## src/hdl/stq_pkg.sv

```systemverilog
package stq_pkg;

    // Fixed field widths
    localparam int OP_BITS       = 2;
    localparam int DELAY_BITS    = 32;
    localparam int TAG_PORT_BITS = 16;
    localparam int ID_BITS       = 31;
    localparam int KIND_BITS     = 3;
    localparam int TIME_BITS     = 48;

    // Defaults for the top-level parameters
    localparam int DEFAULT_QUEUE_DEPTH = 16;
    localparam int DEFAULT_TAG_BITS    = 16;

    // Operation codes
    localparam logic [OP_BITS-1:0] OP_TICK   = 2'd0;
    localparam logic [OP_BITS-1:0] OP_ADD    = 2'd1;
    localparam logic [OP_BITS-1:0] OP_REMOVE = 2'd2;

    // Event codes
    localparam logic [KIND_BITS-1:0] EV_ADDED     = 3'd0;
    localparam logic [KIND_BITS-1:0] EV_REJECTED  = 3'd1;
    localparam logic [KIND_BITS-1:0] EV_EXPIRED   = 3'd2;
    localparam logic [KIND_BITS-1:0] EV_REMOVED   = 3'd3;
    localparam logic [KIND_BITS-1:0] EV_NOT_FOUND = 3'd4;

    // Last id handed out before the counter wraps to zero
    localparam logic [ID_BITS-1:0] ID_LIMIT = 31'h7ffffffe;
    // Id that is never assigned
    localparam logic [ID_BITS-1:0] ID_NEVER = 31'h7fffffff;

    // Sign bit of the time word, offsets deadlines relative to now
    localparam logic [TIME_BITS-1:0] TIME_SIGN = 48'h8000_0000_0000;

    // Result of the shared slot compare
    typedef struct packed {
        logic later;   // slot deadline lies strictly later than the reference
        logic id_hit;  // slot id equals the wanted id
    } t_cmp_res;

endpackage

```

## src/hdl/stq_entry_ram.sv

```systemverilog
module stq_entry_ram #(
    parameter int DEPTH = stq_pkg::DEFAULT_QUEUE_DEPTH,
    parameter int WIDTH = stq_pkg::TIME_BITS + stq_pkg::ID_BITS + stq_pkg::DEFAULT_TAG_BITS,
    parameter int AW    = $clog2(DEPTH)
) (
    input  logic             i_clk,
    input  logic             i_wr_en,
    input  logic [AW-1:0]    i_wr_addr,
    input  logic [WIDTH-1:0] i_wr_data,
    input  logic [AW-1:0]    i_rd_addr,
    output logic [WIDTH-1:0] o_rd_data
);

    logic [WIDTH-1:0] r_mem [0:DEPTH-1];
    logic [WIDTH-1:0] r_rd_data;

    always_ff @(posedge i_clk) begin
        if (i_wr_en) begin
            r_mem[i_wr_addr] <= i_wr_data;
        end
    end

    always_ff @(posedge i_clk) begin
        r_rd_data <= r_mem[i_rd_addr];
    end

    assign o_rd_data = r_rd_data;

endmodule

```

## src/hdl/stq_slot_cmp.sv

```systemverilog
module stq_slot_cmp (
    input  logic [stq_pkg::TIME_BITS-1:0] i_deadline,
    input  logic [stq_pkg::TIME_BITS-1:0] i_now,
    input  logic [stq_pkg::TIME_BITS-1:0] i_ref_rel,
    input  logic [stq_pkg::ID_BITS-1:0]   i_ident,
    input  logic [stq_pkg::ID_BITS-1:0]   i_want_id,
    output stq_pkg::t_cmp_res             o_res
);

    logic [stq_pkg::TIME_BITS-1:0] rel;

    // Offset the deadline from now so that the counter wrap keeps the order
    assign rel = (i_deadline - i_now) ^ stq_pkg::TIME_SIGN;

    assign o_res.later  = (rel > i_ref_rel);
    assign o_res.id_hit = (i_ident == i_want_id);

endmodule

```

## src/hdl/sorted_timer_queue_core.sv

```systemverilog
// Sorted timer queue. Keeps up to QUEUE_DEPTH pending timers in deadline order
// in a single-port-write / single-port-read memory, plus a tick-driven 48-bit
// tick count. An add word stores deadline now + delay (equal deadlines expire
// in the order added) and answers with a fresh id; a zero delay or a full
// queue answers "add rejected" and uses no id. A remove word deletes the first
// timer with that id and answers with its tag, or answers "not found". A tick
// word advances time by one and retires at most one expired head, answering
// only when a timer expires. Operation code 3 is taken and ignored.
// Timing: one shared compare unit walks the memory one slot per cycle. An add
// walks every entry and then the free slot behind them; a remove or an expiring
// tick walks every entry; a tick whose head has not expired looks at the head
// only; a tick on an empty queue, a rejected add and a remove on an empty queue
// walk no slot. The block takes no new word while an item is in work; a
// finished result waits in the output register without blocking the next
// input word. No clearing pass is needed after reset.
module sorted_timer_queue_core #(
    parameter int QUEUE_DEPTH = stq_pkg::DEFAULT_QUEUE_DEPTH,
    parameter int TAG_BITS    = stq_pkg::DEFAULT_TAG_BITS
) (
    input  logic                              i_clk,
    input  logic                              i_rst_n,
    // input channel
    input  logic                              i_valid,
    output logic                              o_stall,
    input  logic [stq_pkg::OP_BITS-1:0]       i_operation,
    input  logic [stq_pkg::DELAY_BITS-1:0]    i_delay_ticks,
    input  logic [stq_pkg::TAG_PORT_BITS-1:0] i_callback_tag,
    input  logic [stq_pkg::ID_BITS-1:0]       i_timer_id,
    // output channel
    output logic                              o_valid,
    input  logic                              i_stall,
    output logic [stq_pkg::KIND_BITS-1:0]     o_event_kind,
    output logic [stq_pkg::ID_BITS-1:0]       o_event_id,
    output logic [stq_pkg::TAG_PORT_BITS-1:0] o_event_tag
);

    localparam int CW  = $clog2(QUEUE_DEPTH + 1);  // count and walk index
    localparam int AW  = $clog2(QUEUE_DEPTH);      // memory address
    localparam int TB  = stq_pkg::TIME_BITS;
    localparam int IB  = stq_pkg::ID_BITS;
    localparam int EW  = TB + IB + TAG_BITS;       // one stored entry
    localparam int TPB = stq_pkg::TAG_PORT_BITS;
    localparam int KB  = stq_pkg::KIND_BITS;

    localparam logic [CW-1:0] FULL_COUNT = CW'(QUEUE_DEPTH);

    // Sequencer states
    localparam logic [1:0] ST_IDLE = 2'd0;
    localparam logic [1:0] ST_WALK = 2'd1;
    localparam logic [1:0] ST_SEND = 2'd2;

    // Walk modes
    localparam logic [1:0] MODE_INSERT = 2'd0;
    localparam logic [1:0] MODE_REMOVE = 2'd1;
    localparam logic [1:0] MODE_EXPIRE = 2'd2;

    // control state
    logic [1:0]          r_state, n_state;
    logic [TB-1:0]       r_now, n_now;
    logic [IB-1:0]       r_next_id, n_next_id;
    logic [CW-1:0]       r_count, n_count;
    logic                r_out_valid, n_out_valid;

    // per-item work registers
    logic [1:0]          r_mode, n_mode;
    logic [CW-1:0]       r_idx, n_idx;
    logic                r_hit, n_hit;
    logic [EW-1:0]       r_carry, n_carry;
    logic [TB-1:0]       r_new_dl, n_new_dl;
    logic [TB-1:0]       r_ref_rel, n_ref_rel;
    logic [IB-1:0]       r_key_id, n_key_id;
    logic [TAG_BITS-1:0] r_new_tag, n_new_tag;
    logic [KB-1:0]       r_res_kind, n_res_kind;
    logic [IB-1:0]       r_res_id, n_res_id;
    logic [TAG_BITS-1:0] r_res_tag, n_res_tag;
    logic [KB-1:0]       r_out_kind, n_out_kind;
    logic [IB-1:0]       r_out_id, n_out_id;
    logic [TPB-1:0]      r_out_tag, n_out_tag;

    // memory port
    logic                ram_we;
    logic [AW-1:0]       ram_wr_addr;
    logic [EW-1:0]       ram_wr_data;
    logic [AW-1:0]       ram_rd_addr;
    logic [EW-1:0]       ram_rd_data;

    logic [TB-1:0]       rd_dl;
    logic [IB-1:0]       rd_ident;
    logic [TAG_BITS-1:0] rd_tag;
    stq_pkg::t_cmp_res   cmp_res;

    logic [CW-1:0]       idx_inc;
    logic [CW-1:0]       idx_dec;
    logic                out_free;
    logic                slot_hit;

    assign rd_dl    = ram_rd_data[EW-1 -: TB];
    assign rd_ident = ram_rd_data[TAG_BITS +: IB];
    assign rd_tag   = ram_rd_data[TAG_BITS-1:0];

    assign idx_inc  = r_idx + 1'b1;
    assign idx_dec  = r_idx - 1'b1;

    // Output register frees up when empty or when its word leaves this cycle
    assign out_free = !r_out_valid || !i_stall;

    // A slot hits: for expiry the head is due, for removal the id matches
    assign slot_hit = (r_mode == MODE_EXPIRE) ? !cmp_res.later : cmp_res.id_hit;

    stq_entry_ram #(
        .DEPTH (QUEUE_DEPTH),
        .WIDTH (EW),
        .AW    (AW)
    ) u_ram (
        .i_clk     (i_clk),
        .i_wr_en   (ram_we),
        .i_wr_addr (ram_wr_addr),
        .i_wr_data (ram_wr_data),
        .i_rd_addr (ram_rd_addr),
        .o_rd_data (ram_rd_data)
    );

    stq_slot_cmp u_cmp (
        .i_deadline (rd_dl),
        .i_now      (r_now),
        .i_ref_rel  (r_ref_rel),
        .i_ident    (rd_ident),
        .i_want_id  (r_key_id),
        .o_res      (cmp_res)
    );

    always_comb begin
        n_state     = r_state;
        n_now       = r_now;
        n_next_id   = r_next_id;
        n_count     = r_count;
        n_mode      = r_mode;
        n_idx       = r_idx;
        n_hit       = r_hit;
        n_carry     = r_carry;
        n_new_dl    = r_new_dl;
        n_ref_rel   = r_ref_rel;
        n_key_id    = r_key_id;
        n_new_tag   = r_new_tag;
        n_res_kind  = r_res_kind;
        n_res_id    = r_res_id;
        n_res_tag   = r_res_tag;
        n_out_kind  = r_out_kind;
        n_out_id    = r_out_id;
        n_out_tag   = r_out_tag;
        n_out_valid = r_out_valid && i_stall;

        ram_we      = 1'b0;
        ram_wr_addr = r_idx[AW-1:0];
        ram_wr_data = r_carry;
        ram_rd_addr = '0;

        case (r_state)
            ST_IDLE: begin
                // Fetch slot 0 so the walk can start next cycle
                n_idx = '0;
                n_hit = 1'b0;
                if (i_valid) begin
                    case (i_operation)
                        stq_pkg::OP_TICK: begin
                            n_now     = r_now + 1'b1;
                            n_mode    = MODE_EXPIRE;
                            n_ref_rel = stq_pkg::TIME_SIGN;
                            if (r_count != '0) begin
                                n_state = ST_WALK;
                            end
                        end
                        stq_pkg::OP_ADD: begin
                            if (i_delay_ticks == '0 || r_count == FULL_COUNT) begin
                                n_res_kind = stq_pkg::EV_REJECTED;
                                n_res_id   = '0;
                                n_res_tag  = '0;
                                n_state    = ST_SEND;
                            end else begin
                                n_mode    = MODE_INSERT;
                                n_new_dl  = r_now + TB'(i_delay_ticks);
                                n_ref_rel = stq_pkg::TIME_SIGN | TB'(i_delay_ticks);
                                n_key_id  = r_next_id;
                                n_new_tag = TAG_BITS'(64'(i_callback_tag));
                                n_next_id = (r_next_id >= stq_pkg::ID_LIMIT) ?
                                            '0 : r_next_id + 1'b1;
                                n_state   = ST_WALK;
                            end
                        end
                        stq_pkg::OP_REMOVE: begin
                            n_mode   = MODE_REMOVE;
                            n_key_id = i_timer_id;
                            if (r_count == '0) begin
                                n_res_kind = stq_pkg::EV_NOT_FOUND;
                                n_res_id   = '0;
                                n_res_tag  = '0;
                                n_state    = ST_SEND;
                            end else begin
                                n_state = ST_WALK;
                            end
                        end
                        default: begin
                            // unused code: drop the word
                        end
                    endcase
                end
            end

            ST_WALK: begin
                // Slot r_idx is on the read port; fetch the next one
                ram_rd_addr = idx_inc[AW-1:0];
                n_idx       = idx_inc;
                if (r_mode == MODE_INSERT) begin
                    // Ripple entries one slot up behind the insertion point
                    ram_we      = 1'b1;
                    ram_wr_addr = r_idx[AW-1:0];
                    n_carry     = ram_rd_data;
                    if (!r_hit && (r_idx == r_count || cmp_res.later)) begin
                        ram_wr_data = {r_new_dl, r_key_id, r_new_tag};
                        n_hit       = 1'b1;
                    end else if (!r_hit) begin
                        ram_we = 1'b0;
                    end
                    if (r_idx == r_count) begin
                        n_count    = r_count + 1'b1;
                        n_res_kind = stq_pkg::EV_ADDED;
                        n_res_id   = r_key_id;
                        n_res_tag  = '0;
                        n_state    = ST_SEND;
                    end
                end else begin
                    // Delete: move every later entry one slot down
                    if (r_hit) begin
                        ram_we      = 1'b1;
                        ram_wr_addr = idx_dec[AW-1:0];
                        ram_wr_data = ram_rd_data;
                    end else if (slot_hit) begin
                        n_hit     = 1'b1;
                        n_res_id  = rd_ident;
                        n_res_tag = rd_tag;
                    end
                    if (r_mode == MODE_EXPIRE && !r_hit && !slot_hit) begin
                        // head not due yet: nothing to report
                        n_state = ST_IDLE;
                    end else if (idx_inc == r_count) begin
                        if (r_hit || slot_hit) begin
                            n_count    = r_count - 1'b1;
                            n_res_kind = (r_mode == MODE_EXPIRE) ?
                                         stq_pkg::EV_EXPIRED : stq_pkg::EV_REMOVED;
                        end else begin
                            n_res_kind = stq_pkg::EV_NOT_FOUND;
                            n_res_id   = '0;
                            n_res_tag  = '0;
                        end
                        n_state = ST_SEND;
                    end
                end
            end

            ST_SEND: begin
                // Hold the result until the output register has room
                if (out_free) begin
                    n_out_valid = 1'b1;
                    n_out_kind  = r_res_kind;
                    n_out_id    = r_res_id;
                    n_out_tag   = TPB'(64'(r_res_tag));
                    n_state     = ST_IDLE;
                end
            end

            default: begin
                n_state = ST_IDLE;
            end
        endcase
    end

    always_ff @(posedge i_clk) begin
        if (!i_rst_n) begin
            r_state     <= ST_IDLE;
            r_now       <= '0;
            r_next_id   <= '0;
            r_count     <= '0;
            r_out_valid <= 1'b0;
        end else begin
            r_state     <= n_state;
            r_now       <= n_now;
            r_next_id   <= n_next_id;
            r_count     <= n_count;
            r_out_valid <= n_out_valid;
        end
    end

    always_ff @(posedge i_clk) begin
        r_mode     <= n_mode;
        r_idx      <= n_idx;
        r_hit      <= n_hit;
        r_carry    <= n_carry;
        r_new_dl   <= n_new_dl;
        r_ref_rel  <= n_ref_rel;
        r_key_id   <= n_key_id;
        r_new_tag  <= n_new_tag;
        r_res_kind <= n_res_kind;
        r_res_id   <= n_res_id;
        r_res_tag  <= n_res_tag;
        r_out_kind <= n_out_kind;
        r_out_id   <= n_out_id;
        r_out_tag  <= n_out_tag;
    end

    assign o_stall      = (r_state != ST_IDLE);
    assign o_valid      = r_out_valid;
    assign o_event_kind = r_out_kind;
    assign o_event_id   = r_out_id;
    assign o_event_tag  = r_out_tag;

`ifndef SYNTH
    a_count_bound: assert property (@(posedge i_clk) disable iff (!i_rst_n)
        r_count <= FULL_COUNT)
        else $error("entry count beyond queue depth");

    a_count_step: assert property (@(posedge i_clk) disable iff (!i_rst_n)
        $past(i_rst_n) |-> (r_count == $past(r_count) ||
                            r_count == $past(r_count) + 1'b1 ||
                            r_count == $past(r_count) - 1'b1))
        else $error("entry count moved by more than one");

    a_now_step: assert property (@(posedge i_clk) disable iff (!i_rst_n)
        $past(i_rst_n) |-> (r_now == $past(r_now) || r_now == $past(r_now) + 1'b1))
        else $error("tick count jumped");

    a_id_range: assert property (@(posedge i_clk) disable iff (!i_rst_n)
        r_next_id != stq_pkg::ID_NEVER)
        else $error("next id reached the reserved value");

    a_walk_index: assert property (@(posedge i_clk) disable iff (!i_rst_n)
        (r_state == ST_WALK) |-> (r_idx <= r_count))
        else $error("walk index past the last entry");
`endif

endmodule

```

## config.mk

```make
export PLATFORM = sky130hd
export DESIGN_NAME = sorted_timer_queue_core
export DESIGN_NICKNAME = d
export VERILOG_FILES = /design/src/hdl/stq_pkg.sv /design/src/hdl/stq_entry_ram.sv /design/src/hdl/stq_slot_cmp.sv /design/src/hdl/sorted_timer_queue_core.sv
export SDC_FILE = /design/constraint.sdc
export NUM_CORES = 2
export LEC_CHECK = 0
export BUFFER_PORTS_ARGS = -buffer_cell sky130_fd_sc_hd__buf_2
export CAP_MARGIN = 20
export CORE_ASPECT_RATIO = 1.5
export CORE_MARGIN = 3
export CORE_UTILIZATION = 30
export DETAILED_ROUTE_END_ITERATION = 8
export GPL_ROUTABILITY_DRIVEN = 0
export PLACE_DENSITY = 0.54
export SYNTH_ARGS = -nofsm -noshare
export SYNTH_HDL_FRONTEND = slang
export SYNTH_HIERARCHICAL = 1
export SYNTH_SLANG_ARGS = --single-unit
```

## constraint.sdc

```tcl
create_clock -name i_clk -period 14.6 [get_ports i_clk]
set_input_delay 2.19 -clock i_clk [delete_from_list [all_inputs] [get_ports i_clk]]
set_output_delay 2.19 -clock i_clk [all_outputs]
set_load 0.01 [all_outputs]
```

After elaboration in Yosys (flattened, before gate mapping)
Memory sizes are Yosys's and may differ from the RTL's. A register that Yosys moved wholly into a read port is not among the register bits. Index checks and enable logic that the tools add are counted.

Flip-flop bits (word level): 433. Bits of input ports: 85. Bits in writable memories: 1520. Memories: 1. Output and inout port bits: 52. Logic and storage cells: 175.

Memories: u_ram.r_mem (depth 16, bits a word 95, read ports 1, clocked after Yosys merged registers in 1, write ports 1, line stq_entry_ram.sv:14) `logic [WIDTH-1:0] r_mem [0:DEPTH-1];`.

$add $sub $neg: 8. Reductions and logical operators: 38. Multiplexer cells: 81. Equal/unequal tests: 24. Bitwise gates (word level): 2. Magnitude comparators: 2.

Operators with widths (number): $mux W95 (4); $mux W31 (12); $pmux W31 S2 (3); $mux W16 (10); $pmux W48 S2 (1); $pmux W16 S2 (2); $add A48 B1 Y48 const B (1); $add A48 B32 Y48 (1); $gt A48 B48 Y1 (1); $mux W48 (1); $sub A48 B48 Y48 (1); $logic_not A32 Y1 (1); $add A31 B1 Y31 const B (1); $eq A31 B31 Y1 (1); $ge A31 B31 Y1 const B (1); $mux W5 (5); $mux W3 (8); $ne A3 B3 Y1 const B (7); $mux W2 (10); $pmux W2 S3 (3); $mux W4 (4); $reduce_and A4 Y1 (4); $mux W1 (14); $pmux W3 S2 (2); 28 further kinds (57).

Depth between registers and ports, before layout
Word-level depth: 12. Depth in mapped cells: 30. Depth with buffers taken out: 29.

Hierarchy
The synthesis kept the hierarchy.

Modules (own cells, without submodules): stq_entry_ram (area an instance 58693.8 sq um, cells each 2434, instances 1, sequential area each 47545.6 sq um); sorted_timer_queue_core (area an instance 19333.5 sq um, cells each 1614, instances 1, sequential area each 11651.2 sq um); stq_slot_cmp (area an instance 4336.7 sq um, cells each 628, instances 1, sequential area each 0.0 sq um).

Least setup slack after synthesis
OpenSTA, ideal clock, no wires.

Kind: reg-to-reg. From: register r_now[0]. To: memory u_ram/r_mem[0][0] (netlist bit) (enable). Library setup time: 0.665 ns. Setup slack: 2.963 ns. Data arrival time: 10.972 ns. Required time: 13.935 ns. Clock period less this slack: 11.637 ns. Path buffers: 0. Cell stages (with the launch flop): 28. Cell sequence: dfxtp_1 ha_1 inv_1 fa_1 a21o_1 a22o_2 o21ai_1 o21ai_1 a21oi_1 a21oi_1 a221oi_2 o21ai_1 xor2_1 ha_1 a21o_1 a21o_1 a21oi_1 o21ai_0 a221oi_1 o311ai_0 a21oi_1 a21oi_1 inv_1 a21oi_1 nor2_1 nor2_1 or3b_2 nor3_1.

RTL lines: start: declaration (line sorted_timer_queue_core.sv:59) `logic [TB-1:0] r_now, n_now;`; start signal: assignment (line sorted_timer_queue_core.sv:286) `r_now <= n_now;`; end: declaration (line stq_entry_ram.sv:14).

==> flow_metrics.env <==
export IMPL_status="completed"
export IMPL_hp_start="r_res_tag[4]$_SDFFCE_PP0P_"
export IMPL_die_w_um=433.8
export IMPL_cts_setup_buffers=0
export IMPL_numPortBuffers=136
export IMPL_clk_pin_slew_ps=70
export IMPL_vdd_drop_max_v=0.00009878
export IMPL_clock_sinks=2032
export IMPL_critPathLaunchType="register"
export IMPL_timing_fmax_ghz=0.1194
export IMPL_grt_first_pass_wirelength_um=320400
export IMPL_r2r_end="u_ram/r_mem[2][13]$_DFFE_PP_"
export IMPL_gr_total_overflow=0
export IMPL_grt_pass1_vias=45481
export IMPL_synth_seq_area_share=0.7187
export IMPL_finClkSkew_ps=51.59
export IMPL_endpoint_kind="register"
export IMPL_hold_viol_final=0
export IMPL_synth_ff_type="edfxtp_1"
export IMPL_min_to="o_event_tag[4]$_DFFE_PP_"
export IMPL_firstDrtPassIters=8
export IMPL_cts_root_buf="clkbuf_16"
export IMPL_setup_viol=0
export IMPL_worstPathRequired_ps=15020
export IMPL_cpMaxStageDelayCell="nor2_4"
export IMPL_dp_hpwl_um=136200
export IMPL_ys_types=82
export IMPL_maxSlewViolCount=0
export IMPL_ys_ff_latch=2032
export IMPL_start_util=0.3015
export IMPL_vias_per_cell=5.078
export IMPL_crit_family="simple AND/OR/NAND/NOR gates"
export IMPL_num_vias=43639
export IMPL_critical_path_arrival_ps=8800
export IMPL_min_period_ps=8377
export IMPL_max_cap_viol_count=0
export IMPL_drtIter0Drc=3802
export IMPL_crit_type="register to register"
export IMPL_antenna_found_initial=16
export IMPL_max_stage_delay_ps=730
export IMPL_crit_buf_inv=4
export IMPL_grt_usage=0.1544
export IMPL_tightest_slew_ps=1105
export IMPL_netlist_instances=4676
export IMPL_drt_total_wl_um=220500
export IMPL_design_area_sq_um=93540
export IMPL_die_area_sq_um=281000
export IMPL_relSlewSlack=0.2618
export IMPL_htree_levels=4
export IMPL_synth_edf_count=1850
export IMPL_ant_nets=0
export IMPL_avgSynthCellArea_sq_um=17.61
export IMPL_pre_cts_ws_ps=6115
export IMPL_finalWorstSetupSlack_ps=6223
export IMPL_grt_max_degree=124
export IMPL_crit_fanout=40
export IMPL_rsz0062_at_grt="false"
export IMPL_hp_class="register to register"
export IMPL_holdPathStages=0
export IMPL_async_reset_ff_frac=0
export IMPL_r2r_cells=25
export IMPL_r2r_start="r_now[22]$_SDFFE_PN0P_"
export IMPL_core_area_sq_um=273200
export IMPL_drc_errors=0
export IMPL_power_leakage_nw=30.25
export IMPL_std_cell_rows=235
export IMPL_area_growth_pct=13.57
export IMPL_critPathMostFrequentCell="a21oi_1"
export IMPL_setup_tns_ps=0
export IMPL_hold_ws_ps=454.5
export IMPL_worstSetupStartpoint="r_now[22]$_SDFFE_PN0P_"
export IMPL_synth_area_sq_um=82360
export IMPL_finalPower_mw=13.43
export IMPL_ys_warnings_count=6
export IMPL_final_instance_count_excl_fill=8593
export IMPL_ios=137
export IMPL_place_area_sq_um=87440
export IMPL_clock_latency_ps=840
export IMPL_final_util=0.3425
export IMPL_min_period_over_period=0.5738
export IMPL_p_per_area_nw_per_um2=143.5
export IMPL_nNetsFinal=5109
export IMPL_fill_cells=25601
export IMPL_wire_per_inst_um=25.66
export IMPL_ctsHoldBuffers=0
export IMPL_clk_path_buf_depth=4
export IMPL_numCtsBuffers=188
export IMPL_rrSetupSlack_ps=6220
export IMPL_cts_tree="yes"
export IMPL_die_h_um=647.7
export IMPL_placed_cells=8246
export IMPL_cts_resized=0
export IMPL_drive_above_1_share=0.1903
cell usage in the layout, fill, tap and decap left out, types with 25 or more instances in the layout:
master        n
inv_1       215
clkinv_1     32
xnor2_1     113
a22oi_1     191
buf_4        81
mux2_2       26
nand3_1      58
nor2_1      116
edfxtp_1   1850
ha_1        138
mux4_2      380
nand2_1     265
xor2_1       98
o21ai_0      96
clkbuf_16   191
and2_1       89
a21o_1       64
a21oi_1     107
clkinv_2     27
a222oi_1     95
mux2i_1      34
nand4_1      48
nor4_1       25
clkbuf_1     37
dfxtp_1     182
buf_2       136
state kept, by name (all words and copies together) (netlist names), 16 cells and up:
register and cells:
r_res_id 31, r_new_dl 48, r_new_tag 16, r_now 48, o_event_id 31, u_ram/o_rd_data 95
r_ref_rel 32, r_next_id 31, r_carry 95, o_event_tag 16, r_res_tag 16, u_ram/r_mem 1520
r_key_id 31
power by group:
group          switching (mW)  total [mW]  internal [mW]
sequential              0.138        6.78           6.64
clock                    2.14        4.93           2.79
combinational            1.06        1.72          0.660
worst register-to-register path, delay by kind of cell, from the launching register on:
family / cells / cell delay, ps
flip-flops: 1 / 500
adder cells (fa/ha/maj): 2 / 720
AND/OR/NAND/NOR: 9 / 2860
buffers and inverters: 4 / 1620
AO/OA/AOI/OAI: 9 / 2150
XOR/XNOR: 1 / 110
worst max-delay path by stage:
| stage | end | cells past startpoint |
|---|---|---|
| after CTS | u_ram/r_mem[2][6]$_DFFE_PP_ | 25 |
| final | u_ram/r_mem[2][13]$_DFFE_PP_ | 25 |
| after global routing | u_ram/r_mem[5][48]$_DFFE_PP_ | 25 |
| after global placement | u_ram/r_mem[2][56]$_DFFE_PP_ | 29 |
| after detailed placement | u_ram/r_mem[2][47]$_DFFE_PP_ | 25 |
| after floorplan | u_ram/r_mem[0][0]$_DFFE_PP_ | 27 |
cells in the mapped netlist (4+ instances only):
library cell | count | share of area
a221o_1 | 5 | 0.00061
nor2b_1 | 23 | 0.0017
clkbuf_1 | 143 | 0.0065
xnor2_1 | 113 | 0.012
inv_1 | 216 | 0.0098
a22oi_1 | 191 | 0.017
a21oi_1 | 108 | 0.0066
dfxtp_1 | 182 | 0.044
nand2b_1 | 11 | 0.00084
buf_6 | 25 | 0.0034
o211ai_1 | 9 | 0.00082
o21ai_1 | 10 | 0.00061
nor2_1 | 131 | 0.0060
mux2i_1 | 34 | 0.0041
nor3_1 | 27 | 0.0016
o21bai_1 | 16 | 0.0015
a31oi_1 | 14 | 0.0011
nand4_1 | 48 | 0.0036
mux4_2 | 380 | 0.10
a21boi_0 | 5 | 0.00046
o21ai_0 | 97 | 0.0059
or3_1 | 9 | 0.00068
ha_1 | 139 | 0.021
edfxtp_1 | 1850 | 0.67
nor4_1 | 26 | 0.0020
o21a_1 | 10 | 0.00091
and2_1 | 91 | 0.0069
a222oi_1 | 95 | 0.012
buf_2 | 30 | 0.0018
a211oi_1 | 13 | 0.0012
and3_1 | 25 | 0.0019
buf_1 | 19 | 0.00087
mux2_2 | 26 | 0.0036
nand3b_1 | 4 | 0.00036
xor2_1 | 98 | 0.010
a21o_1 | 64 | 0.0058
nand3_1 | 58 | 0.0035
nand2_1 | 266 | 0.012
cell type report:
| cell class | count | area, sq um | share of cell area |
|---|---|---|---|
| Sequential cell | 2032 | 59200 | 0.6328 |
| Multi-Input combinational cell | 2221 | 21590 | 0.2308 |
| Clock buffer | 244 | 5139 | 0.05493 |
| Tap cell | 3555 | 4448 | 0.04755 |
| Timing Repair Buffer | 222 | 1391 | 0.01487 |
| Clock inverter | 93 | 939.7 | 0.01004 |
| Inverter | 217 | 817.0 | 0.008734 |
| Antenna cell | 9 | 22.52 | 0.0002408 |
layer usage:
layer	GRT usage	wire length, um	vias to the layer above
met4	0.04392	5988	12
met1	0.1959	89660	23161
met2	0.2757	114400	1154
met5	0	82	-
met3	0.01860	10450	304
li1	-	-	19008
logic make-up (layout without fill, tap and decap cells):
logic type      count (synthesis)  count (layout)  share of synthesized area
flops                        2032            2032                     0.7187
simple gates                  738             738                    0.04369
compound gates                674             674                    0.05890
mux                           440             440                     0.1116
buf+inv                       437             776                    0.02273
xor+xnor                      211             211                    0.02244
fa+ha+maj                     142             142                    0.02184
other cells                     2              25                 0.00009118
No activity file was read; power rests on OpenSTA's default activity.
